$ cat src/design/kta_pkg.sv
// Shared constants, codes and controller/datapath interface types for the texture animator.
`timescale 1ns / 1ps
`default_nettype none
package kta_pkg;
	localparam int MAX_KEYS   = 64;
	localparam int KEY_IDX_W  = 6;
	localparam int TRK_W      = 2;
	localparam int ADDR_W     = TRK_W + KEY_IDX_W;
	localparam int SLOTS      = 4 * MAX_KEYS;
	localparam int CNT_W      = 7;
	localparam int CFG_IDX_W  = 3;

	localparam logic [CFG_IDX_W-1:0] CFG_POS_CNT   = 3'd0;
	localparam logic [CFG_IDX_W-1:0] CFG_SCALE_CNT = 3'd1;
	localparam logic [CFG_IDX_W-1:0] CFG_ROT_CNT   = 3'd2;
	localparam logic [CFG_IDX_W-1:0] CFG_TEX_CNT   = 3'd3;
	localparam logic [CFG_IDX_W-1:0] CFG_FPS       = 3'd4;
	localparam logic [CFG_IDX_W-1:0] CFG_LOOP_LEN  = 3'd5;
	localparam logic [CFG_IDX_W-1:0] CFG_DEF_TEX   = 3'd6;
	localparam logic [CFG_IDX_W-1:0] CFG_PAUSED    = 3'd7;

	localparam logic [TRK_W-1:0] TRK_POS   = 2'd0;
	localparam logic [TRK_W-1:0] TRK_SCALE = 2'd1;
	localparam logic [TRK_W-1:0] TRK_ROT   = 2'd2;
	localparam logic [TRK_W-1:0] TRK_TEX   = 2'd3;

	localparam logic OP_WRITE = 1'b0;
	localparam logic OP_TICK  = 1'b1;

	localparam logic [15:0] FPS_RESET = 16'd7680;
	localparam logic [31:0] Q_ONE     = 32'h0001_0000;
	localparam logic [31:0] Q_HALF    = 32'h0000_8000;

	typedef struct packed {
		logic key_wr;
		logic tick_ld;
		logic mod_step;
		logic clk_st;
		logic fpos_ld;
		logic trk_first;
		logic trk_next;
		logic dflt;
		logic scan_init;
		logic scan;
		logic sel;
		logic frac_init;
		logic frac_step;
		logic rd_b;
		logic lat_a;
		logic mul;
		logic acc;
	} cmd_t;

	typedef struct packed {
		logic paused;
		logic len_zero;
		logic mod_last;
		logic trk_empty;
		logic scan_done;
		logic frac_last;
		logic trk_last;
	} sts_t;
endpackage
`default_nettype wire

$ cat src/design/kta_ctrl.sv
// Sequencing state machine for key writes and ticks.
`timescale 1ns / 1ps
`default_nettype none
module kta_ctrl (
	input  wire            clk,
	input  wire            arst_n,
	input  wire            start,
	input  wire            opcode,
	input  kta_pkg::sts_t  sts,
	output kta_pkg::cmd_t  cmd,
	output logic           busy,
	output logic           done
);
	localparam logic [3:0] ST_IDLE  = 4'd0;
	localparam logic [3:0] ST_MOD   = 4'd1;
	localparam logic [3:0] ST_STORE = 4'd2;
	localparam logic [3:0] ST_FPOS  = 4'd3;
	localparam logic [3:0] ST_TRK   = 4'd4;
	localparam logic [3:0] ST_SCAN  = 4'd5;
	localparam logic [3:0] ST_SEL   = 4'd6;
	localparam logic [3:0] ST_FINIT = 4'd7;
	localparam logic [3:0] ST_FDIV  = 4'd8;
	localparam logic [3:0] ST_RDA   = 4'd9;
	localparam logic [3:0] ST_RDB   = 4'd10;
	localparam logic [3:0] ST_MUL   = 4'd11;
	localparam logic [3:0] ST_ACC   = 4'd12;
	localparam logic [3:0] ST_NEXT  = 4'd13;
	localparam logic [3:0] ST_DONE  = 4'd14;

	logic [3:0] state_q, state_d;

	always_comb begin
		cmd = '0;
		state_d = state_q;
		case (state_q)
			ST_IDLE: begin
				if (start) begin
					if (opcode == kta_pkg::OP_WRITE) begin
						cmd.key_wr = 1'b1;
					end else if (!sts.paused) begin
						if (sts.len_zero) begin
							state_d = ST_FPOS;
						end else begin
							cmd.tick_ld = 1'b1;
							state_d = ST_MOD;
						end
					end
				end
			end
			ST_MOD: begin
				cmd.mod_step = 1'b1;
				if (sts.mod_last) state_d = ST_STORE;
			end
			ST_STORE: begin
				cmd.clk_st = 1'b1;
				state_d = ST_FPOS;
			end
			ST_FPOS: begin
				cmd.fpos_ld = 1'b1;
				cmd.trk_first = 1'b1;
				state_d = ST_TRK;
			end
			ST_TRK: begin
				if (sts.trk_empty) begin
					cmd.dflt = 1'b1;
					state_d = ST_NEXT;
				end else begin
					cmd.scan_init = 1'b1;
					state_d = ST_SCAN;
				end
			end
			ST_SCAN: begin
				cmd.scan = 1'b1;
				if (sts.scan_done) state_d = ST_SEL;
			end
			ST_SEL: begin
				cmd.sel = 1'b1;
				state_d = ST_FINIT;
			end
			ST_FINIT: begin
				cmd.frac_init = 1'b1;
				state_d = ST_FDIV;
			end
			ST_FDIV: begin
				cmd.frac_step = 1'b1;
				if (sts.frac_last) state_d = ST_RDA;
			end
			ST_RDA: begin
				state_d = ST_RDB;
			end
			ST_RDB: begin
				cmd.rd_b = 1'b1;
				cmd.lat_a = 1'b1;
				state_d = ST_MUL;
			end
			ST_MUL: begin
				cmd.mul = 1'b1;
				state_d = ST_ACC;
			end
			ST_ACC: begin
				cmd.acc = 1'b1;
				state_d = ST_NEXT;
			end
			ST_NEXT: begin
				if (sts.trk_last) begin
					state_d = ST_DONE;
				end else begin
					cmd.trk_next = 1'b1;
					state_d = ST_TRK;
				end
			end
			ST_DONE: begin
				state_d = ST_IDLE;
			end
			default: begin
				state_d = ST_IDLE;
			end
		endcase
	end

	always_ff @(posedge clk or negedge arst_n) begin
		if (!arst_n) begin
			state_q <= ST_IDLE;
		end else begin
			state_q <= state_d;
		end
	end

	assign busy = (state_q != ST_IDLE);
	assign done = (state_q == ST_DONE);
endmodule
`default_nettype wire

$ cat config.mk
export PLATFORM = sky130hd
export DESIGN_NAME = kta_ctrl
export DESIGN_NICKNAME = d
export VERILOG_FILES = /design/src/design/kta_pkg.sv /design/src/design/kta_ctrl.sv
export SDC_FILE = /design/constraint.sdc
export NUM_CORES = 1
export LEC_CHECK = 0
export BUFFER_PORTS_ARGS = -buffer_cell sky130_fd_sc_hd__buf_2
export CAP_MARGIN = 20
export CORE_AREA = 4 4 41 43
export CTS_CLUSTER_SIZE = 20
export DETAILED_ROUTE_END_ITERATION = 8
export DIE_AREA = 0 0 45 47
export GPL_TIMING_DRIVEN = 0
export PLACE_DENSITY = 0.66
export REMOVE_ABC_BUFFERS = 1
export SYNTH_ARGS = -nofsm -noshare
export SYNTH_HDL_FRONTEND = slang
export SYNTH_SLANG_ARGS = --single-unit
$ cat constraint.sdc
create_clock -name clk -period 1.3 [get_ports clk]
set_clock_uncertainty 0.05 [all_clocks]
set_input_delay 0.065 -clock clk [delete_from_list [all_inputs] [get_ports clk]]
set_output_delay 0.065 -clock clk [all_outputs]
set_load 0.03 [all_outputs]
Word level (Yosys, flattened, before mapping)

Index checks and enable logic that the tools add are counted.

Input bits: 11
Output and inout port bits: 19
Word-level logic and storage cells: 55
Bits in registers: 4

Mux-type cells: 31
Equality and inequality tests: 20
Reductions and logical operators: 3

Operators with widths:

| kind                 | number |
|---|---|
| $pmux W4 S14         | 1 |
| $mux W4              | 8 |
| $eq A4 B4 Y1 const B | 7 |
| $eq A4 B3 Y1 const B | 4 |
| $mux W1              | 16 |
| $mux W2              | 6 |
| $ne A2 B2 Y1 const B | 6 |
| $eq A4 B2 Y1 const B | 2 |
| $reduce_and A6 Y1    | 1 |
| $eq A4 B1 Y1 const B | 1 |
| $logic_not A4 Y1     | 1 |
| $reduce_bool A4 Y1   | 1 |

Logic depth before layout (Yosys ltp)

Gate-level depths: netlist of run 1.

Depth after elaboration: 5
Gate-level depth with buffers: 5
Mapped depth without buffers: 4

Worst setup path after synthesis of run 1

Ideal clock, no wire load.

Kind: reg2out
Start point: reg state_q[0]
End point: out cmd[12] in the netlist's numbering
Path slack: -0.672 ns
Required time: 1.185 ns
Buffers on the path: 2
Stages on the path, launching flop included: 5
Arrival: 1.857 ns
Path through: dfrtp_1 clkbuf_1 nand2_1 nor3_1 buf_4

RTL lines:

| what                   | line            | source |
|---|---|---|
| start, declared        | kta_ctrl.sv:30  | `logic [3:0] state_q, state_d;` |
| start signal, assigned | kta_ctrl.sv:125 | `state_q <= state_d;` |
| end, declared          | kta_ctrl.sv:10  | `output kta_pkg::cmd_t cmd,` |

Final worst setup path of run 1

Start point: reg state_q[2]
End point: reg state_q[0]

Longest elaborated chain between the ends: 3
Elaborated cells on any way between the ends: 22

RTL lines:

| what                                       | line           | source |
|---|---|---|
| $eq A4 B1 Y1, or another cell as far along | kta_ctrl.sv:35 | `case (state_q)` |
| $ne A2 B2 Y1 (no line)                     | -              |  |
| $reduce_and A6 Y1 (no line)                | -              |  |

Parallel ways exist; a longest one is shown, timed or not.
A chain may end at the register's enable or synchronous reset.

==> impl_metrics.env, run 1 <==
export IMPL_hold_viol=0
export IMPL_dieArea_sq_um=2120
export IMPL_cellPowerDensity_nw_per_um2=2500
export IMPL_hp_class="in2async"
export IMPL_outcome="finished with violations"
export IMPL_crit_path_max_incr_delay_ps=430
export IMPL_clockRootBuffer="clkbuf_4"
export IMPL_core_sq_um=1300
export IMPL_wl_per_cell_microns=15.8
export IMPL_initial_utilization=0.310
export IMPL_grt_pass1_vias=608
export IMPL_setup_slack_ps=-359
export IMPL_final_common_cell="buf_4"
export IMPL_crit_fanout=6
export IMPL_utilization=0.738
export IMPL_fp_dieW_microns=45
export IMPL_dr_pass1_iters=4
export IMPL_num_nets_final=114
export IMPL_clkTransAtPathRegs_ps=40
export IMPL_numPlacedInstances=94
export IMPL_ant_nets=0
export IMPL_fillers=94
export IMPL_drc=0
export IMPL_post_route_cells_drive_above_1_share=0.782
export IMPL_r2r_end="state_q[0]"
export IMPL_rsz0062_at_grt="yes"
export IMPL_place_congestion=0.707
export IMPL_worst_pin_slew_ps=430
export IMPL_synth_cell_type_count=24
export IMPL_vdd_ir_drop_max_mv=1.44
export IMPL_antenna_found_initial=0
export IMPL_cp_end_kind="flip-flop"
export IMPL_rows=13
export IMPL_pin_count=30
export IMPL_layout_cells_non_filler=116
export IMPL_yosysSeqAreaShare=0.248
export IMPL_ff2ff_path_depth=4
export IMPL_viasPerCell=5.25
export IMPL_crit_slowest_cell="dfrtp_2"
export IMPL_max_cap_viol_count=0
export IMPL_finalSetupViolCount=20
export IMPL_mostFrequentLayoutCells="23 x buf_4, 13 x buf_6, 10 x buf_2, 4 x o21ai_0, 4 x dfrtp_2"
export IMPL_cts_htree_levels=1
export IMPL_insertion_delay_ps=230
export IMPL_period_minus_slack_ps=1660
export IMPL_start_kind="flip-flop"
export IMPL_p_leak_uw=0.000425
export IMPL_critPathKind="reg2reg"
export IMPL_grtUsageTotal=0.170
export IMPL_cts_sinks=4
export IMPL_overflow=0
export IMPL_syn_inst=56
export IMPL_largest_reg_flops=4
export IMPL_fp_dieH_microns=47
export IMPL_cts_buffers=3
export IMPL_final_max_slew_viol_count=0
export IMPL_ys_warn_count=0
export IMPL_relSlewSlack=0.713
export IMPL_pre_cts_ws_ps=-514
export IMPL_cts_tree="yes"
export IMPL_portBuffers=29
export IMPL_wirelength_microns=1830
export IMPL_crit_path_cell_trace="or2b_4 > o32ai_2 > a222oi_1 > mux2_2"
export IMPL_reg_top3="state_q x4"
export IMPL_required_ps=1360
export IMPL_regMostFlops="state_q"
export IMPL_r2r_start="state_q[2]"
export IMPL_violations="negative setup slack"
export IMPL_hpwl_microns=887
export IMPL_fmax_mhz=603
export IMPL_dr_total_vias=609
export IMPL_drt_initial_drc_count=10
export IMPL_grt_max_degree=8
export IMPL_crit_arrival_ps=1720
export IMPL_synth_seq_cells=4
export IMPL_syn_area_per_cell_sq_um=7.19
export IMPL_rrSetupSlack_ps=-360
export IMPL_area_growth_pct=138
export IMPL_fin_crit_sh=1.28
export IMPL_clockBufferDepth=2
export IMPL_n_antenna_cell=0
export IMPL_syn_area_sq_um=403
export IMPL_grt_pass1_wl_microns=2590
==> Yosys cell counts <==
cell	n	area share
a21oi_1	3	0.037
a222oi_1	1	0.025
a31oi_1	1	0.016
buf_4	3	0.056
clkbuf_1	3	0.028
dfrtp_1	4	0.25
inv_1	4	0.037
mux2_1	1	0.028
nand2_1	3	0.028
nand2b_1	3	0.047
nand2b_2	1	0.022
nand3b_1	1	0.019
nor2_1	8	0.075
nor2b_1	1	0.016
nor3_1	6	0.075
nor3_2	1	0.025
nor3b_1	1	0.019
nor4_1	2	0.031
nor4b_1	1	0.022
o2111a_1	1	0.028
o21ai_0	4	0.050
o221ai_1	1	0.022
o32ai_1	1	0.022
or2b_4	1	0.028
==> metrics by stage <==
step	total power (uW)	hold slack (ps)	area (sq um)	TNS, ps
2_1_floorplan	973	-281	369	-6540
3_3_place_gp	1200	-181	533	-1730
3_5_place_dp	1210	-178	533	-1850
4_1_cts	1900	106	788	-3370
5_1_grt	2540	121	960	-5240
6_report	2400	107	960	-3820
==> repair_timing <==
| item | in CTS | in global routing |
|---|---|---|
| setup buffers | 15 | 5 |
| pin swaps | 5 | 5 |
| setup endpoints to repair | 21 | 22 |
| resized for setup | 33 | 39 |
| gates cloned | 0 | 0 |
| hold endpoints to repair | 4 | 0 |
| hold buffers | 1 | 0 |
==> area by class of cell <==
type	instances	area (sq um)	share of cell area
clock buffer	3	22.5	0.0235
timing repair buffer	48	399	0.416
sequential	4	105	0.110
inverter	4	15.0	0.0156
tap	15	18.8	0.0196
multi-input combinational	42	399	0.416
==> cells by family after synthesis <==
family | Yosys count | synth area share
AOI/OAI and AO/OA | 12 | 0.199
buffers and inverters | 10 | 0.121
DFF | 4 | 0.248
muxes | 1 | 0.0279
and+or+nand+nor | 29 | 0.404
==> how the worst max path moves through the flow <==
stage,end,slack [ps],from,cells after the start
after floorplan,cmd[11],-780,state_q[0],2
after global placement,state_q[0],-490,state_q[1],4
after detailed placement,state_q[0],-510,state_q[1],4
after CTS,state_q[0],-310,state_q[3],4
after global routing,state_q[0],-410,state_q[2],4
final,state_q[0],-360,state_q[2],4
==> layer usage <==
layer	track usage	part of all wire
met1	0.189	0.39
met2	0.294	0.55
met3	0.0230	0.038
met4	0.135	0.016
met5	0	0
==> worst max-delay path: cells and delay by family (launching register included) <==
| kind | cells | cell delay (ps) |
|---|---|---|
| DFF | 1 | 430 |
| AOI/OAI and AO/OA | 2 | 420 |
| and+or+nand+nor | 1 | 240 |
| muxes | 1 | 390 |
==> where the power goes <==
group          internal, uW  switching [uW]  total, uW
clock                   103            48.0        151
sequential              202             141        343
combinational           884            1020       1900
total                  1190            1210       2400
No activity file was read; power rests on OpenSTA's default activity.
==> run 2: changes to the inputs <==
--- a/config.mk
+++ b/config.mk
@@ -14,6 +14,7 @@
 export GPL_TIMING_DRIVEN = 0
 export PLACE_DENSITY = 0.66
 export REMOVE_ABC_BUFFERS = 1
+export SETUP_SLACK_MARGIN = 0.02
 export SYNTH_ARGS = -nofsm -noshare
 export SYNTH_HDL_FRONTEND = slang
 export SYNTH_SLANG_ARGS = --single-unit
==> impl_metrics.env, run 2 (synthesized netlist as in run 1, its figures left out) <==
export IMPL_crit_family="compound AO/OA/AOI/OAI gates"
export IMPL_dr_total_vias=659
export IMPL_grt_pass1_wl_microns=2660
export IMPL_grt_pass1_vias=601
export IMPL_worst_pin_slew_ps=431
export IMPL_ant_nets=0
export IMPL_n_antenna_cell=0
export IMPL_required_ps=1360
export IMPL_r2r_start="state_q[2]"
export IMPL_worstSetupStartpoint="state_q[2]"
export IMPL_initial_utilization=0.310
export IMPL_cp_end_kind="flip-flop"
export IMPL_crit_fanout=6
export IMPL_vdd_ir_drop_max_mv=1.41
export IMPL_place_area_sq_um=533
export IMPL_r2r_end="state_q[0]"
export IMPL_cts_buffers=3
export IMPL_fillers=84
export IMPL_pre_cts_ws_ps=-514
export IMPL_hp_class="in2async"
export IMPL_wl_per_cell_microns=16.6
export IMPL_final_max_slew_viol_count=0
export IMPL_drc=0
export IMPL_cts_tree="yes"
export IMPL_relSlewSlack=0.713
export IMPL_violations="negative setup slack"
export IMPL_area_growth_pct=144
export IMPL_clockRootBuffer="clkbuf_4"
export IMPL_dieArea_sq_um=2120
export IMPL_portBuffers=29
export IMPL_reg_top3="state_q x4"
export IMPL_dr_pass1_iters=4
export IMPL_clockBufferDepth=2
export IMPL_insertion_delay_ps=230
export IMPL_drt_initial_drc_count=17
export IMPL_fin_crit_sh=1.30
export IMPL_start_kind="flip-flop"
export IMPL_p_leak_uw=0.000428
export IMPL_clkTransAtPathRegs_ps=40
export IMPL_crit_slowest_cell="dfrtp_2"
export IMPL_utilization=0.756
export IMPL_max_cap_viol_count=0
export IMPL_critPathKind="reg2reg"
export IMPL_num_nets_final=115
export IMPL_rsz0062_at_grt="yes"
export IMPL_fp_dieW_microns=45
export IMPL_regMostFlops="state_q"
export IMPL_outcome="finished with violations"
export IMPL_hpwl_microns=887
export IMPL_antenna_found_initial=0
export IMPL_rrSetupSlack_ps=-390
export IMPL_largest_reg_flops=4
export IMPL_grtUsageTotal=0.174
export IMPL_mostFrequentLayoutCells="22 x buf_4, 14 x buf_6, 10 x buf_2"
export IMPL_wirelength_microns=1950
export IMPL_fmax_mhz=593
export IMPL_viasPerCell=5.63
export IMPL_cts_htree_levels=1
export IMPL_fp_dieH_microns=47
export IMPL_rows=13
export IMPL_overflow=0
export IMPL_cp_num_cells=4
export IMPL_final_cell_area_sq_um=983
export IMPL_crit_end="state_q[0]"
export IMPL_setup_slack_ps=-385
export IMPL_final_common_cell="buf_4"
export IMPL_grt_max_degree=8
export IMPL_cts_sinks=4
export IMPL_post_route_cells_drive_above_1_share=0.775
export IMPL_place_congestion=0.707
export IMPL_crit_path_cell_trace="or2b_4 > o32ai_4 > a222oi_1 > mux2_2"
export IMPL_pin_count=30
export IMPL_crit_path_max_incr_delay_ps=430
export IMPL_core_sq_um=1300
export IMPL_ff2ff_path_depth=4
export IMPL_period_minus_slack_ps=1690
export IMPL_crit_arrival_ps=1750
export IMPL_finalSetupViolCount=22
export IMPL_cp_num_buf_inv=0
export IMPL_hold_viol=0
export IMPL_cellPowerDensity_nw_per_um2=2510
run 2: final cells by class:
type / instances / area (sq um) / area share
flip-flops and latches: 4 / 105 / 0.107
inverters: 4 / 15.0 / 0.0153
well taps: 15 / 18.8 / 0.0191
clock buffers: 3 / 22.5 / 0.0229
multi-input cells: 42 / 404 / 0.411
repair buffers: 49 / 418 / 0.425
run 2: stage by stage:
stage          hold slack, ps  instances  setup TNS (ps)  total power, uW
2_1_floorplan            -281         50           -6540              973
3_3_place_gp             -181         94           -1730             1200
3_5_place_dp             -178         94           -1850             1210
4_1_cts                   106        113           -3380             1910
5_1_grt                   121        117           -5420             2610
6_report                  107        117           -4190             2470
run 2: worst min-delay path by stage:
stage,endpoint,cells after the start
finish,state_q[0],2
global route,state_q[3],2
CTS,state_q[0],2
detailed placement,state_q[0],1
global placement,state_q[0],1
floorplan,state_q[0],0
run 2: worst register-to-register path, cell delays in order, from the launching register on:
cell      delay, ps
dfrtp_2         430
or2b_4          240
o32ai_4          90
a222oi_1        360
mux2_2          390
run 2: repair_timing:
action / CTS / global route
pin swaps: 5 / 5
setup buffers: 15 / 5
gates cloned: 0 / 0
endpoints found under the hold margin: 4 / 0
hold buffers: 1 / 0
endpoints found under the setup margin: 21 / 22
gates resized for setup: 34 / 39
run 2: power by group:
group / internal [uW] / total (uW) / switching [uW]
Clock: 103 / 151 / 47.9
Sequential: 202 / 342 / 140
Combinational: 927 / 1980 / 1050
Total: 1230 / 2470 / 1240
run 2: layer usage:
layer / GRT usage / part of all wire / vias to the layer above
li1: - / - / 293
met1: 0.205 / 0.37 / 311
met2: 0.314 / 0.53 / 41
met3: 0.0115 / 0.058 / 14
met4: 0.0994 / 0.043 / 0
met5: 0 / 0 / -
==> run 3: changes to the inputs <==
--- a/config.mk
+++ b/config.mk
@@ -12,7 +12,6 @@
 export DETAILED_ROUTE_END_ITERATION = 8
 export DIE_AREA = 0 0 45 47
 export GPL_TIMING_DRIVEN = 0
-export PLACE_DENSITY = 0.66
 export REMOVE_ABC_BUFFERS = 1
 export SETUP_SLACK_MARGIN = 0.02
 export SYNTH_ARGS = -nofsm -noshare
==> constraint.sdc (replaced) <==
create_clock -name clk -period 2 [get_ports clk]
set_clock_uncertainty 0.05 [all_clocks]
set_input_delay 0.1 -clock clk [delete_from_list [all_inputs] [get_ports clk]]
set_output_delay 0.1 -clock clk [all_outputs]
set_load 0.03 [all_outputs]
==> impl_metrics.env, run 3 (synthesized netlist as in run 1, its figures left out) <==
export IMPL_outcome="completed"
export IMPL_n_antenna_cell=0
export IMPL_rows=13
export IMPL_pre_cts_ws_ps=186
export IMPL_largest_reg_flops=4
export IMPL_grtUsageTotal=0.117
export IMPL_overflow=0
export IMPL_vdd_ir_drop_max_mv=0.663
export IMPL_utilization=0.436
export IMPL_start_kind="flip-flop"
export IMPL_post_route_cells_drive_above_1_share=0.434
export IMPL_finalSetupViolCount=0
export IMPL_clockBufferDepth=2
export IMPL_fin_crit_sh=0.912
export IMPL_dieArea_sq_um=2120
export IMPL_drt_initial_drc_count=5
export IMPL_grt_max_degree=17
export IMPL_hpwl_microns=885
export IMPL_place_congestion=0.678
export IMPL_drc=0
export IMPL_antenna_found_initial=0
export IMPL_fp_dieW_microns=45
export IMPL_final_cell_area_sq_um=567
export IMPL_hold_viol=0
export IMPL_reg_top3="state_q x4"
export IMPL_required_ps=1850
export IMPL_period_minus_slack_ps=1820
export IMPL_clkTransAtPathRegs_ps=30
export IMPL_ff_latch_area_sq_um=101
export IMPL_wl_per_cell_microns=11.6
export IMPL_final_max_slew_viol_count=0
export IMPL_final_common_cell="buf_2"
export IMPL_crit_fanout=16
export IMPL_fmax_mhz=548
export IMPL_initial_utilization=0.310
export IMPL_cts_buffers=3
export IMPL_cts_sinks=4
export IMPL_dr_pass1_iters=4
export IMPL_max_cap_viol_count=0
export IMPL_relSlewSlack=0.699
export IMPL_regMostFlops="state_q"
export IMPL_core_sq_um=1300
export IMPL_place_area_sq_um=533
export IMPL_multi_input_area_sq_um=254
export IMPL_p_leak_uw=0.000286
export IMPL_mostFrequentLayoutCells="29 x buf_2, 8 x nor2_1, 6 x nor3_1, 4 x inv_1, 4 x o21ai_0"
export IMPL_whs_ps=142
export IMPL_crit_arrival_ps=1670
export IMPL_viasPerCell=5.11
export IMPL_fp_dieH_microns=47
export IMPL_clockRootBuffer="clkbuf_4"
export IMPL_grt_pass1_vias=438
export IMPL_critPathKind="reg2out"
export IMPL_wirelength_microns=1140
export IMPL_hp_class="in2async"
export IMPL_area_growth_pct=40.7
export IMPL_pin_count=30
export IMPL_setup_slack_ps=177
export IMPL_dr_total_vias=501
export IMPL_grt_pass1_wl_microns=1800
export IMPL_cts_tree="yes"
export IMPL_rsz0062_at_grt="yes"
export IMPL_insertion_delay_ps=230
export IMPL_worst_pin_slew_ps=451
export IMPL_portBuffers=29
export IMPL_cp_end_kind="output port"
export IMPL_fillers=150
export IMPL_num_nets_final=96
export IMPL_cts_htree_levels=1
export IMPL_ant_nets=0
export IMPL_cellPowerDensity_nw_per_um2=1560
## run 3: cell count changes in the layout (fill, tap and decap cells not counted), sizes merged
cell  delta
buf     -19
## run 3: through the flow
step	setup TNS [ps]	std cells	power (uW)
after floorplan	-270	50	632
after global placement	0	94	784
after detailed placement	0	94	794
after CTS	0	98	896
after global routing	0	98	973
final	0	98	886
## run 3: timing repair
action / 4_1_cts / 5_1_grt
hold buffers: 1 / 0
resized for setup: 0 / 1
endpoints found under the setup margin: 0 / 3
hold endpoints to repair: 4 / 0
setup buffers: 0 / 0
## run 3: cell type report
class | instances | area share
clock buffers | 3 | 0.0397
flip-flops and latches | 4 | 0.179
inverters | 4 | 0.0265
multi-input cells | 42 | 0.448
well taps | 15 | 0.0331
repair buffers | 30 | 0.274
## run 3: where the power goes
part,total [uW],switching [uW],leakage [uW],internal [uW]
registers,262,138,0.0000461,124
clock network,95.1,28.4,0.0000138,66.8
logic,529,336,0.000226,193
total,886,503,0.000286,383
## run 3: layer usage
| metal | vias to the layer above | wire [microns] | global-route usage |
|---|---|---|---|
| li1 | 250 | - | - |
| met5 | - | 0 | 0 |
| met2 | 13 | 593 | 0.195 |
| met1 | 234 | 455 | 0.133 |
| met3 | 4 | 67 | 0.0230 |
| met4 | 0 | 25 | 0.0877 |
## run 3: final timing paths
kind                       startpoint    endpoint  slack [ps]  depth (start not counted)
setup / recovery           state_q[0]     cmd[16]         180                          4
hold / removal                 arst_n  state_q[0]         140                          2
setup reg to reg           state_q[1]  state_q[0]         200                          4
hold reg to reg            state_q[2]  state_q[2]         610                          2
max in group asynchronous      arst_n  state_q[2]        1630                          2
min in group clk               sts[0]  state_q[3]         210                          3
## run 3: worst max-delay path, stage by stage (launching register included)
cell     delay, ps
dfrtp_1        530
nor4_1         400
inv_1          110
nor3b_1        180
buf_2          220
